## src/hw/rtl/assert_macros.svh

```systemverilog
// ---------------------------------------------------------------------------
// assert_macros.svh
// Shared assertion macros, clocked on i_clk and held off while reset is low.
// ---------------------------------------------------------------------------
`ifndef ASSERT_MACROS_SVH
`define ASSERT_MACROS_SVH

// Expression must hold at every clock edge out of reset.
`define ASSERT_ALWAYS(label, expr, msg) \
    label: assert property (@(posedge i_clk) disable iff (!i_rst_n) (expr)) \
        else $error(msg);

// Consequent must hold in the same cycle as the antecedent.
`define ASSERT_IMPLY(label, ante, cons, msg) \
    label: assert property (@(posedge i_clk) disable iff (!i_rst_n) \
        (ante) |-> (cons)) else $error(msg);

// Consequent must hold in the cycle after the antecedent.
`define ASSERT_NEXT(label, ante, cons, msg) \
    label: assert property (@(posedge i_clk) disable iff (!i_rst_n) \
        (ante) |=> (cons)) else $error(msg);

`endif

```

## src/hw/rtl/smwfh_pkg.sv

```systemverilog
// ---------------------------------------------------------------------------
// smwfh_pkg
// Constants and sequencer types for the word-fold identifier hash.
// ---------------------------------------------------------------------------
package smwfh_pkg;

    localparam logic [63:0] HASH_DOMAIN = 64'h54575A4D46494C45;
    localparam logic [63:0] MIX_ADD     = 64'h9E3779B97F4A7C15;
    localparam logic [63:0] MIX_MUL1    = 64'hBF58476D1CE4E5B9;
    localparam logic [63:0] MIX_MUL2    = 64'h94D049BB133111EB;

    localparam int unsigned WORD_BYTES = 8;

    // Partial product phases of one 64-bit truncated multiply.
    localparam logic [1:0] PH_LL = 2'd0;   // x[31:0]  * c[31:0]
    localparam logic [1:0] PH_LH = 2'd1;   // x[31:0]  * c[63:32]
    localparam logic [1:0] PH_HL = 2'd2;   // x[63:32] * c[31:0]

    typedef enum logic [2:0] {
        ST_IDLE,
        ST_PRE,
        ST_MUL,
        ST_XOR,
        ST_FIN
    } t_state;

    typedef enum logic [1:0] {
        JOB_SEED,
        JOB_WORD,
        JOB_TAIL,
        JOB_LOW
    } t_job;

endpackage

```

## src/hw/rtl/splitmix_word_fold_hash.sv

```systemverilog
// ---------------------------------------------------------------------------
// splitmix_word_fold_hash
// 128-bit identifier hash over a little-endian 64-bit word stream.
// ---------------------------------------------------------------------------
// Each message is a run of 64-bit words ending in an item with tlast set.
// The first item of a message seeds the running hash with
// mix(DOMAIN ^ file_size), where mix is the SplitMix64 finalizer; every item
// is then masked to its byte_count, XORed in and mixed. On the last item a
// full word is followed by one more mix of a zero tail, and one result item
// carries id_high = hash and id_low = mix(hash ^ DOMAIN), with id_low forced
// to 1 if both halves would be zero. All mixing runs on one shared 32x32
// multiplier: each 64-bit multiply is built from three partial products, so
// one mix steps through add/shift, 3 multiply, shift, 3 multiply, shift.
// Input is ready only while idle, so a word waits until the previous item's
// mixes are done; the first item of a message adds a seed mix, and the last
// adds the id_low mix plus, for a full word, a zero-tail mix. Write file_size
// only between messages; it is sampled when a message starts. A finished result
// waits in the output register while the next message's words are taken.
// ---------------------------------------------------------------------------
`include "assert_macros.svh"

module splitmix_word_fold_hash (
    input  logic         i_clk,
    input  logic         i_rst_n,
    // configuration: file_size
    input  logic         i_cfg_we,
    input  logic [63:0]  i_cfg_wdata,
    // input stream
    input  logic         s_axis_tvalid,
    output logic         s_axis_tready,
    input  logic [71:0]  s_axis_tdata,   // [63:0] data_word, [67:64] byte_count, rest zero
    input  logic         s_axis_tlast,   // last_word
    // result stream
    output logic         m_axis_tvalid,
    input  logic         m_axis_tready,
    output logic [127:0] m_axis_tdata    // [63:0] id_high, [127:64] id_low
);

    // Sequencer and job tracking
    smwfh_pkg::t_state r_state, n_state;
    smwfh_pkg::t_job   r_job,   n_job;
    logic [1:0]        r_ph,    n_ph;
    logic              r_rnd,   n_rnd;

    // Message state
    logic              r_in_msg, n_in_msg;
    logic              r_last,   n_last;
    logic              r_full,   n_full;
    logic [63:0]       r_fsize;

    // Datapath
    logic [63:0]       r_word, n_word;
    logic [63:0]       r_v,    n_v;
    logic [63:0]       r_prod, n_prod;
    logic [63:0]       r_hash, n_hash;

    // Output slot
    logic              r_out_valid, n_out_valid;
    logic [63:0]       r_out_hi,    n_out_hi;
    logic [63:0]       r_out_lo,    n_out_lo;

    // Combinational helpers
    logic              w_accept;
    logic              w_slot_free;
    logic [3:0]        w_cnt;
    logic [63:0]       w_masked;
    logic [63:0]       w_pre;
    logic [63:0]       w_res;
    logic [63:0]       w_const;
    logic [31:0]       w_mul_a;
    logic [31:0]       w_mul_b;
    logic [63:0]       w_pp;

    assign s_axis_tready = (r_state == smwfh_pkg::ST_IDLE);
    assign w_accept      = s_axis_tvalid && s_axis_tready;
    assign w_slot_free   = !r_out_valid || m_axis_tready;

    assign m_axis_tvalid = r_out_valid;
    assign m_axis_tdata  = {r_out_lo, r_out_hi};

    // Saturate the byte count at a full word, then keep only the valid bytes.
    assign w_cnt = (s_axis_tdata[67:64] > 4'(smwfh_pkg::WORD_BYTES))
                 ? 4'(smwfh_pkg::WORD_BYTES) : s_axis_tdata[67:64];

    always_comb begin
        for (int j = 0; j < smwfh_pkg::WORD_BYTES; j++) begin
            w_masked[8*j +: 8] = (w_cnt > 4'(j)) ? s_axis_tdata[8*j +: 8] : 8'h00;
        end
    end

    // Mix entry: add the golden-ratio constant, then the first xor-shift.
    always_comb begin
        logic [63:0] sum;
        sum   = r_v + smwfh_pkg::MIX_ADD;
        w_pre = sum ^ (sum >> 30);
    end

    // Mix exit: last xor-shift on the second product.
    assign w_res = r_prod ^ (r_prod >> 31);

    // Shared 32x32 multiplier; the low 64 bits of a 64x64 product need three
    // partial products, the high-by-high one falls off the top.
    assign w_const = r_rnd ? smwfh_pkg::MIX_MUL2 : smwfh_pkg::MIX_MUL1;

    always_comb begin
        unique case (r_ph)
            smwfh_pkg::PH_LL: begin
                w_mul_a = r_v[31:0];
                w_mul_b = w_const[31:0];
            end
            smwfh_pkg::PH_LH: begin
                w_mul_a = r_v[31:0];
                w_mul_b = w_const[63:32];
            end
            smwfh_pkg::PH_HL: begin
                w_mul_a = r_v[63:32];
                w_mul_b = w_const[31:0];
            end
            default: begin
                w_mul_a = '0;
                w_mul_b = '0;
            end
        endcase
    end

    assign w_pp = {32'h0, w_mul_a} * {32'h0, w_mul_b};

    // Next state
    always_comb begin
        n_state = r_state;
        unique case (r_state)
            smwfh_pkg::ST_IDLE: begin
                if (w_accept) begin
                    n_state = smwfh_pkg::ST_PRE;
                end
            end
            smwfh_pkg::ST_PRE: begin
                n_state = smwfh_pkg::ST_MUL;
            end
            smwfh_pkg::ST_MUL: begin
                if (r_ph == smwfh_pkg::PH_HL) begin
                    n_state = r_rnd ? smwfh_pkg::ST_FIN : smwfh_pkg::ST_XOR;
                end
            end
            smwfh_pkg::ST_XOR: begin
                n_state = smwfh_pkg::ST_MUL;
            end
            smwfh_pkg::ST_FIN: begin
                unique case (r_job)
                    smwfh_pkg::JOB_SEED,
                    smwfh_pkg::JOB_TAIL: begin
                        n_state = smwfh_pkg::ST_PRE;
                    end
                    smwfh_pkg::JOB_WORD: begin
                        n_state = r_last ? smwfh_pkg::ST_PRE : smwfh_pkg::ST_IDLE;
                    end
                    smwfh_pkg::JOB_LOW: begin
                        if (w_slot_free) begin
                            n_state = smwfh_pkg::ST_IDLE;
                        end
                    end
                    default: begin
                        n_state = smwfh_pkg::ST_IDLE;
                    end
                endcase
            end
            default: begin
                n_state = smwfh_pkg::ST_IDLE;
            end
        endcase
    end

    // Datapath and job control
    always_comb begin
        n_job       = r_job;
        n_ph        = r_ph;
        n_rnd       = r_rnd;
        n_in_msg    = r_in_msg;
        n_last      = r_last;
        n_full      = r_full;
        n_word      = r_word;
        n_v         = r_v;
        n_prod      = r_prod;
        n_hash      = r_hash;
        n_out_hi    = r_out_hi;
        n_out_lo    = r_out_lo;
        n_out_valid = r_out_valid && !m_axis_tready;

        unique case (r_state)
            smwfh_pkg::ST_IDLE: begin
                if (w_accept) begin
                    n_word   = w_masked;
                    n_last   = s_axis_tlast;
                    n_full   = (w_cnt == 4'(smwfh_pkg::WORD_BYTES));
                    n_in_msg = 1'b1;
                    // A new message seeds first; otherwise fold the word now.
                    if (r_in_msg) begin
                        n_v   = r_hash ^ w_masked;
                        n_job = smwfh_pkg::JOB_WORD;
                    end else begin
                        n_v   = smwfh_pkg::HASH_DOMAIN ^ r_fsize;
                        n_job = smwfh_pkg::JOB_SEED;
                    end
                end
            end
            smwfh_pkg::ST_PRE: begin
                n_v   = w_pre;
                n_rnd = 1'b0;
                n_ph  = smwfh_pkg::PH_LL;
            end
            smwfh_pkg::ST_MUL: begin
                if (r_ph == smwfh_pkg::PH_LL) begin
                    n_prod = w_pp;
                end else begin
                    n_prod[63:32] = r_prod[63:32] + w_pp[31:0];
                end
                n_ph = (r_ph == smwfh_pkg::PH_HL) ? smwfh_pkg::PH_LL : r_ph + 2'd1;
            end
            smwfh_pkg::ST_XOR: begin
                n_v   = r_prod ^ (r_prod >> 27);
                n_rnd = 1'b1;
            end
            smwfh_pkg::ST_FIN: begin
                unique case (r_job)
                    smwfh_pkg::JOB_SEED: begin
                        n_hash = w_res;
                        n_v    = w_res ^ r_word;
                        n_job  = smwfh_pkg::JOB_WORD;
                    end
                    smwfh_pkg::JOB_WORD: begin
                        n_hash = w_res;
                        // A full last word gets an extra zero-tail mix.
                        if (r_full) begin
                            n_v   = w_res;
                            n_job = smwfh_pkg::JOB_TAIL;
                        end else begin
                            n_v   = w_res ^ smwfh_pkg::HASH_DOMAIN;
                            n_job = smwfh_pkg::JOB_LOW;
                        end
                    end
                    smwfh_pkg::JOB_TAIL: begin
                        n_hash = w_res;
                        n_v    = w_res ^ smwfh_pkg::HASH_DOMAIN;
                        n_job  = smwfh_pkg::JOB_LOW;
                    end
                    smwfh_pkg::JOB_LOW: begin
                        // Hold here until the output slot frees up.
                        if (w_slot_free) begin
                            n_out_hi    = r_hash;
                            n_out_lo    = (r_hash == 64'h0 && w_res == 64'h0) ? 64'h1 : w_res;
                            n_out_valid = 1'b1;
                            n_in_msg    = 1'b0;
                        end
                    end
                    default: begin
                        n_in_msg = 1'b0;
                    end
                endcase
            end
            default: begin
                n_ph = smwfh_pkg::PH_LL;
            end
        endcase
    end

    // Control registers
    always_ff @(posedge i_clk) begin
        if (!i_rst_n) begin
            r_state     <= smwfh_pkg::ST_IDLE;
            r_job       <= smwfh_pkg::JOB_SEED;
            r_ph        <= smwfh_pkg::PH_LL;
            r_rnd       <= 1'b0;
            r_in_msg    <= 1'b0;
            r_out_valid <= 1'b0;
            r_fsize     <= 64'h0;
            r_hash      <= 64'h0;
        end else begin
            r_state     <= n_state;
            r_job       <= n_job;
            r_ph        <= n_ph;
            r_rnd       <= n_rnd;
            r_in_msg    <= n_in_msg;
            r_out_valid <= n_out_valid;
            r_hash      <= n_hash;
            if (i_cfg_we) begin
                r_fsize <= i_cfg_wdata;
            end
        end
    end

    // Payload registers
    always_ff @(posedge i_clk) begin
        r_last   <= n_last;
        r_full   <= n_full;
        r_word   <= n_word;
        r_v      <= n_v;
        r_prod   <= n_prod;
        r_out_hi <= n_out_hi;
        r_out_lo <= n_out_lo;
    end

    // Assertions
    `ASSERT_IMPLY(a_no_zero_id, m_axis_tvalid, m_axis_tdata != 128'h0,
        "result identifier is all zero")
    `ASSERT_NEXT(a_accept_starts_mix, w_accept, r_state == smwfh_pkg::ST_PRE,
        "accepted item did not start a mix")
    `ASSERT_ALWAYS(a_phase_range, r_ph != 2'd3, "multiply phase out of range")
    `ASSERT_NEXT(a_stall_holds_result,
        r_state == smwfh_pkg::ST_FIN && r_job == smwfh_pkg::JOB_LOW && !w_slot_free,
        r_state == smwfh_pkg::ST_FIN && m_axis_tvalid,
        "final mix left while output slot was busy")
    `ASSERT_IMPLY(a_busy_in_msg, r_state != smwfh_pkg::ST_IDLE, r_in_msg,
        "sequencer busy outside a message")

endmodule
```

## config.mk

```make
export PLATFORM = sky130hd
export DESIGN_NAME = splitmix_word_fold_hash
export DESIGN_NICKNAME = d
export VERILOG_FILES = /design/src/hw/rtl/smwfh_pkg.sv /design/src/hw/rtl/splitmix_word_fold_hash.sv
export VERILOG_INCLUDE_DIRS = /design/src /design/src/hw/rtl
export SDC_FILE = /design/constraint.sdc
export NUM_CORES = 2
export LEC_CHECK = 0
export ABC_AREA = 1
export BUFFER_PORTS_ARGS = -buffer_cell sky130_fd_sc_hd__buf_2
export CAP_MARGIN = 20
export CORE_ASPECT_RATIO = 1.1
export CORE_MARGIN = 2
export CORE_UTILIZATION = 30
export CTS_CLUSTER_SIZE = 30
export DETAILED_ROUTE_END_ITERATION = 12
export GPL_TIMING_DRIVEN = 0
export HOLD_SLACK_MARGIN = 0.08
export PLACE_DENSITY = 0.56
export SYNTH_ARGS = -nofsm -noshare
export SYNTH_HDL_FRONTEND = slang
export SYNTH_SLANG_ARGS = --single-unit
```

## constraint.sdc

```tcl
create_clock -name i_clk -period 9 [get_ports i_clk]
set_clock_uncertainty 0.2 [all_clocks]
set_input_delay 0.9 -clock i_clk [delete_from_list [all_inputs] [get_ports i_clk]]
set_output_delay 0.9 -clock i_clk [all_outputs]
set_load 0.01 [all_outputs]
```

==> run metrics <==
number of buffers created by CTS 50; synthesized net count roughly 8300; synth warn 0; boundary pin count between 200 and 300; Floorplan Core Area 190000 um2; maximum fanout encountered on the critical timing path 6; top achievable clock speed approximately 0.11 GHz; cells on worst reg2reg path roughly 40; Die Width 420.4 um; Crit path largest cell delay roughly 660 ps; hold slack approximately 280 ps; post-synth top area share between 20 and 30%; kind of cell adding the most delay to the critical path adder cells; commonest non-fill, non-tap cell in the layout sky130_fd_sc_hd__inv_1; first-pass GRT wire length between 300000 and 400000 um; filler cell count in the final layout around 20000; DRC violations left 0; average via count per standard cell between 5 and 6; worst flop-to-flop path endpoint r_prod[63]; fin crit share 101.5%; final setup vio count 6; area taken by flip-flops and latches 12440 um2; Max-Slew Margin vs Limit 20.82%; Detailed Routing Iterations Pass 1 6; number of rows in the core area about 170; largest buffer count on any clock path 3; vertical extent of the die approximately 460 um; cell taking the most area after synthesis sky130_fd_sc_hd__fa_1; number of nets with antenna violations after detailed routing 0; Final Max Tran Viols 0; reg-to-reg setup timing slack -140 ps; startpoint-to-endpoint class of the critical path flop to flop; wire length after detailed routing 288700 um; worst hold path type flop to flop; master of the slowest instance on the critical path sky130_fd_sc_hd__fa_2; hold path endpoint r_out_hi[15]; kind of capture point of the worst setup path flop; synthesized cell area between 50000 and 60000 um2; Multi-input gate area roughly 41000 um2; startpoint of the worst hold path r_hash[15]; initial core utilization 30.11%; Synth-to-Final Area Change 19.27%; H-tree level count 2; Tot GR Track Use between 20% and 30%; most frequent cell on the critical path sky130_fd_sc_hd__inv_2; most frequent cells in the layout 1468 x sky130_fd_sc_hd__inv_1, 988 x sky130_fd_sc_hd__nand2_1, 808 x sky130_fd_sc_hd__fa_1; Max Cap Viol 0; clock tree from TritonCTS built; worst skew pair latency 630 ps; proportion of synthesized chip area in sequential cells between 20 and 25%; setup repair after global routing missed its margin true; Critical Path Start Type flop; count of state elements after synthesis 460; Critical Path RT a little over 9000 ps; total via count in the routed design 51736; global placement routability congestion around 1.0; source of the worst register-to-register timing path r_ph[1]; die footprint about 190000 um2; HPWL after detailed placement 244600 um; Port Buf Inserts 265; signal arrival time at the worst endpoint between 9000 and 10000 ps; wire per inst approximately 29 um; status finished, violations left; clock slew seen by the registers of the worst setup and hold paths around 70 ps; final total negative setup slack -305.9 ps; final setup margin -136.5 ps; number of buffers and inverters on the critical path 13; count of final hold-check violations 0; cell count after synthesis 6974; DRC marker count from the first detailed-route iteration 5124; initial antenna violation count 8; via count of the first global-routing pass roughly 52000; Area contributors post-synth sky130_fd_sc_hd__fa_1 29%, sky130_fd_sc_hd__edfxtp_1 17%, sky130_fd_sc_hd__inv_1 9.8%; Period minus WS final 9136 ps; layout cells sized above 1 between 10% and 20%; Synth cell types just under 60; GRT Residual Overflow 0; mean cell area of the mapped netlist 8.205 um2; failing checks setup timing; final net count 8841; pin count of the biggest net entering global routing 65; hold path depth 0; Place WS -2726 ps; clock sink count between 400 and 500; root buffer cell sky130_fd_sc_hd__clkbuf_16; actual transition at the worst max-transition pin between 1000 and 1500 ps
[kinds of logic after synthesis]
logic type / count (synthesis) / synth area share [%]
flip-flops: 460 / 21.73
AO/OA/AOI/OAI: 798 / 7.603
AND/OR/NAND/NOR: 2572 / 19.20
XOR/XNOR: 182 / 2.799
buffers and inverters: 1770 / 11.74
adder cells (fa/ha/maj): 1192 / 36.93
[per-layer routing]
layer	global-route usage (%)	part of all wire [%]	up-vias
li1	-	-	22635
met1	35.43	38	25757
met2	47.41	45	2574
met3	4.088	7.1	766
met4	22.61	9.7	4
met5	0	0.0097	-
[per-stage QoR]
stage	cells	utilization (%)	instance area, um2
floorplan	6974	-	57220
detailed placement	9798	32.60	61940
finish	10104	35.91	68240
CTS	10044	35.27	67020
global route	10099	35.91	68230
global placement	9789	32.49	61740
[area by class of cell]
cell class                 count  area share [%]
multi-input combinational   4744           59.53
sequential                   460           18.22
inverter                    1561           8.698
tap                         2550           4.675
timing repair buffer         481           4.534
clock buffer                  60           1.980
buffer                       209           1.681
clock inverter                34          0.6619
antenna                        5         0.01833
[repair_timing]
item,CTS,global route
cloned,1,0
buffers inserted,151,55
resized for setup,556,224
endpoints found under the setup margin,48,29
hold buffers,0,0
pin swaps,105,81
[cell usage after synthesis (all sizes together)]
| master | n |
|---|---|
| and3 | 1 |
| nor4 | 25 |
| or2 | 27 |
| o21bai | 10 |
| nor3b | 1 |
| o221ai | 1 |
| a31o | 1 |
| a21oi | 317 |
| a21boi | 4 |
| nand3 | 380 |
| nand4 | 55 |
| o2111ai | 5 |
| nor2 | 887 |
| and2 | 4 |
| o22ai | 1 |
| a31oi | 10 |
| nand3b | 26 |
| xnor2 | 68 |
| a21o | 10 |
| clkinv | 6 |
| xor2 | 114 |
| edfxtp | 322 |
| o21a | 4 |
| buf | 56 |
| dfxtp | 138 |
| fa | 828 |
| o211ai | 33 |
| nor3 | 41 |
| a32oi | 17 |
| o21ai | 371 |
| clkbuf | 153 |
| a211oi | 3 |
| inv | 1555 |
| nand2 | 1123 |
| a22oi | 11 |
| nand2b | 2 |
| ha | 364 |
[worst max path at each step]
stage / start / end / slack (ps) / cells past startpoint
2_1_floorplan: r_rnd / r_prod[62] / 580 / 40
3_3_place_gp: r_rnd / r_prod[63] / -2770 / 35
3_5_place_dp: r_ph[0] / r_prod[63] / -2730 / 41
4_1_cts: r_ph[0] / r_prod[63] / -70 / 42
5_1_grt: r_ph[1] / r_prod[63] / -330 / 43
6_report: r_ph[1] / r_prod[63] / -140 / 41
[sequential cells by signal, summed over array words and instances, names as in the netlist, 2 cells and up]
signal,count
r_out_lo,64
r_out_hi,64
r_prod,64
r_fsize,64
r_ph,2
r_v,64
r_word,64
r_job,2
r_hash,64
r_state,3
Power is not shown: default switching activity piles up to over one toggle a cycle in this logic, so the estimate is an artifact.
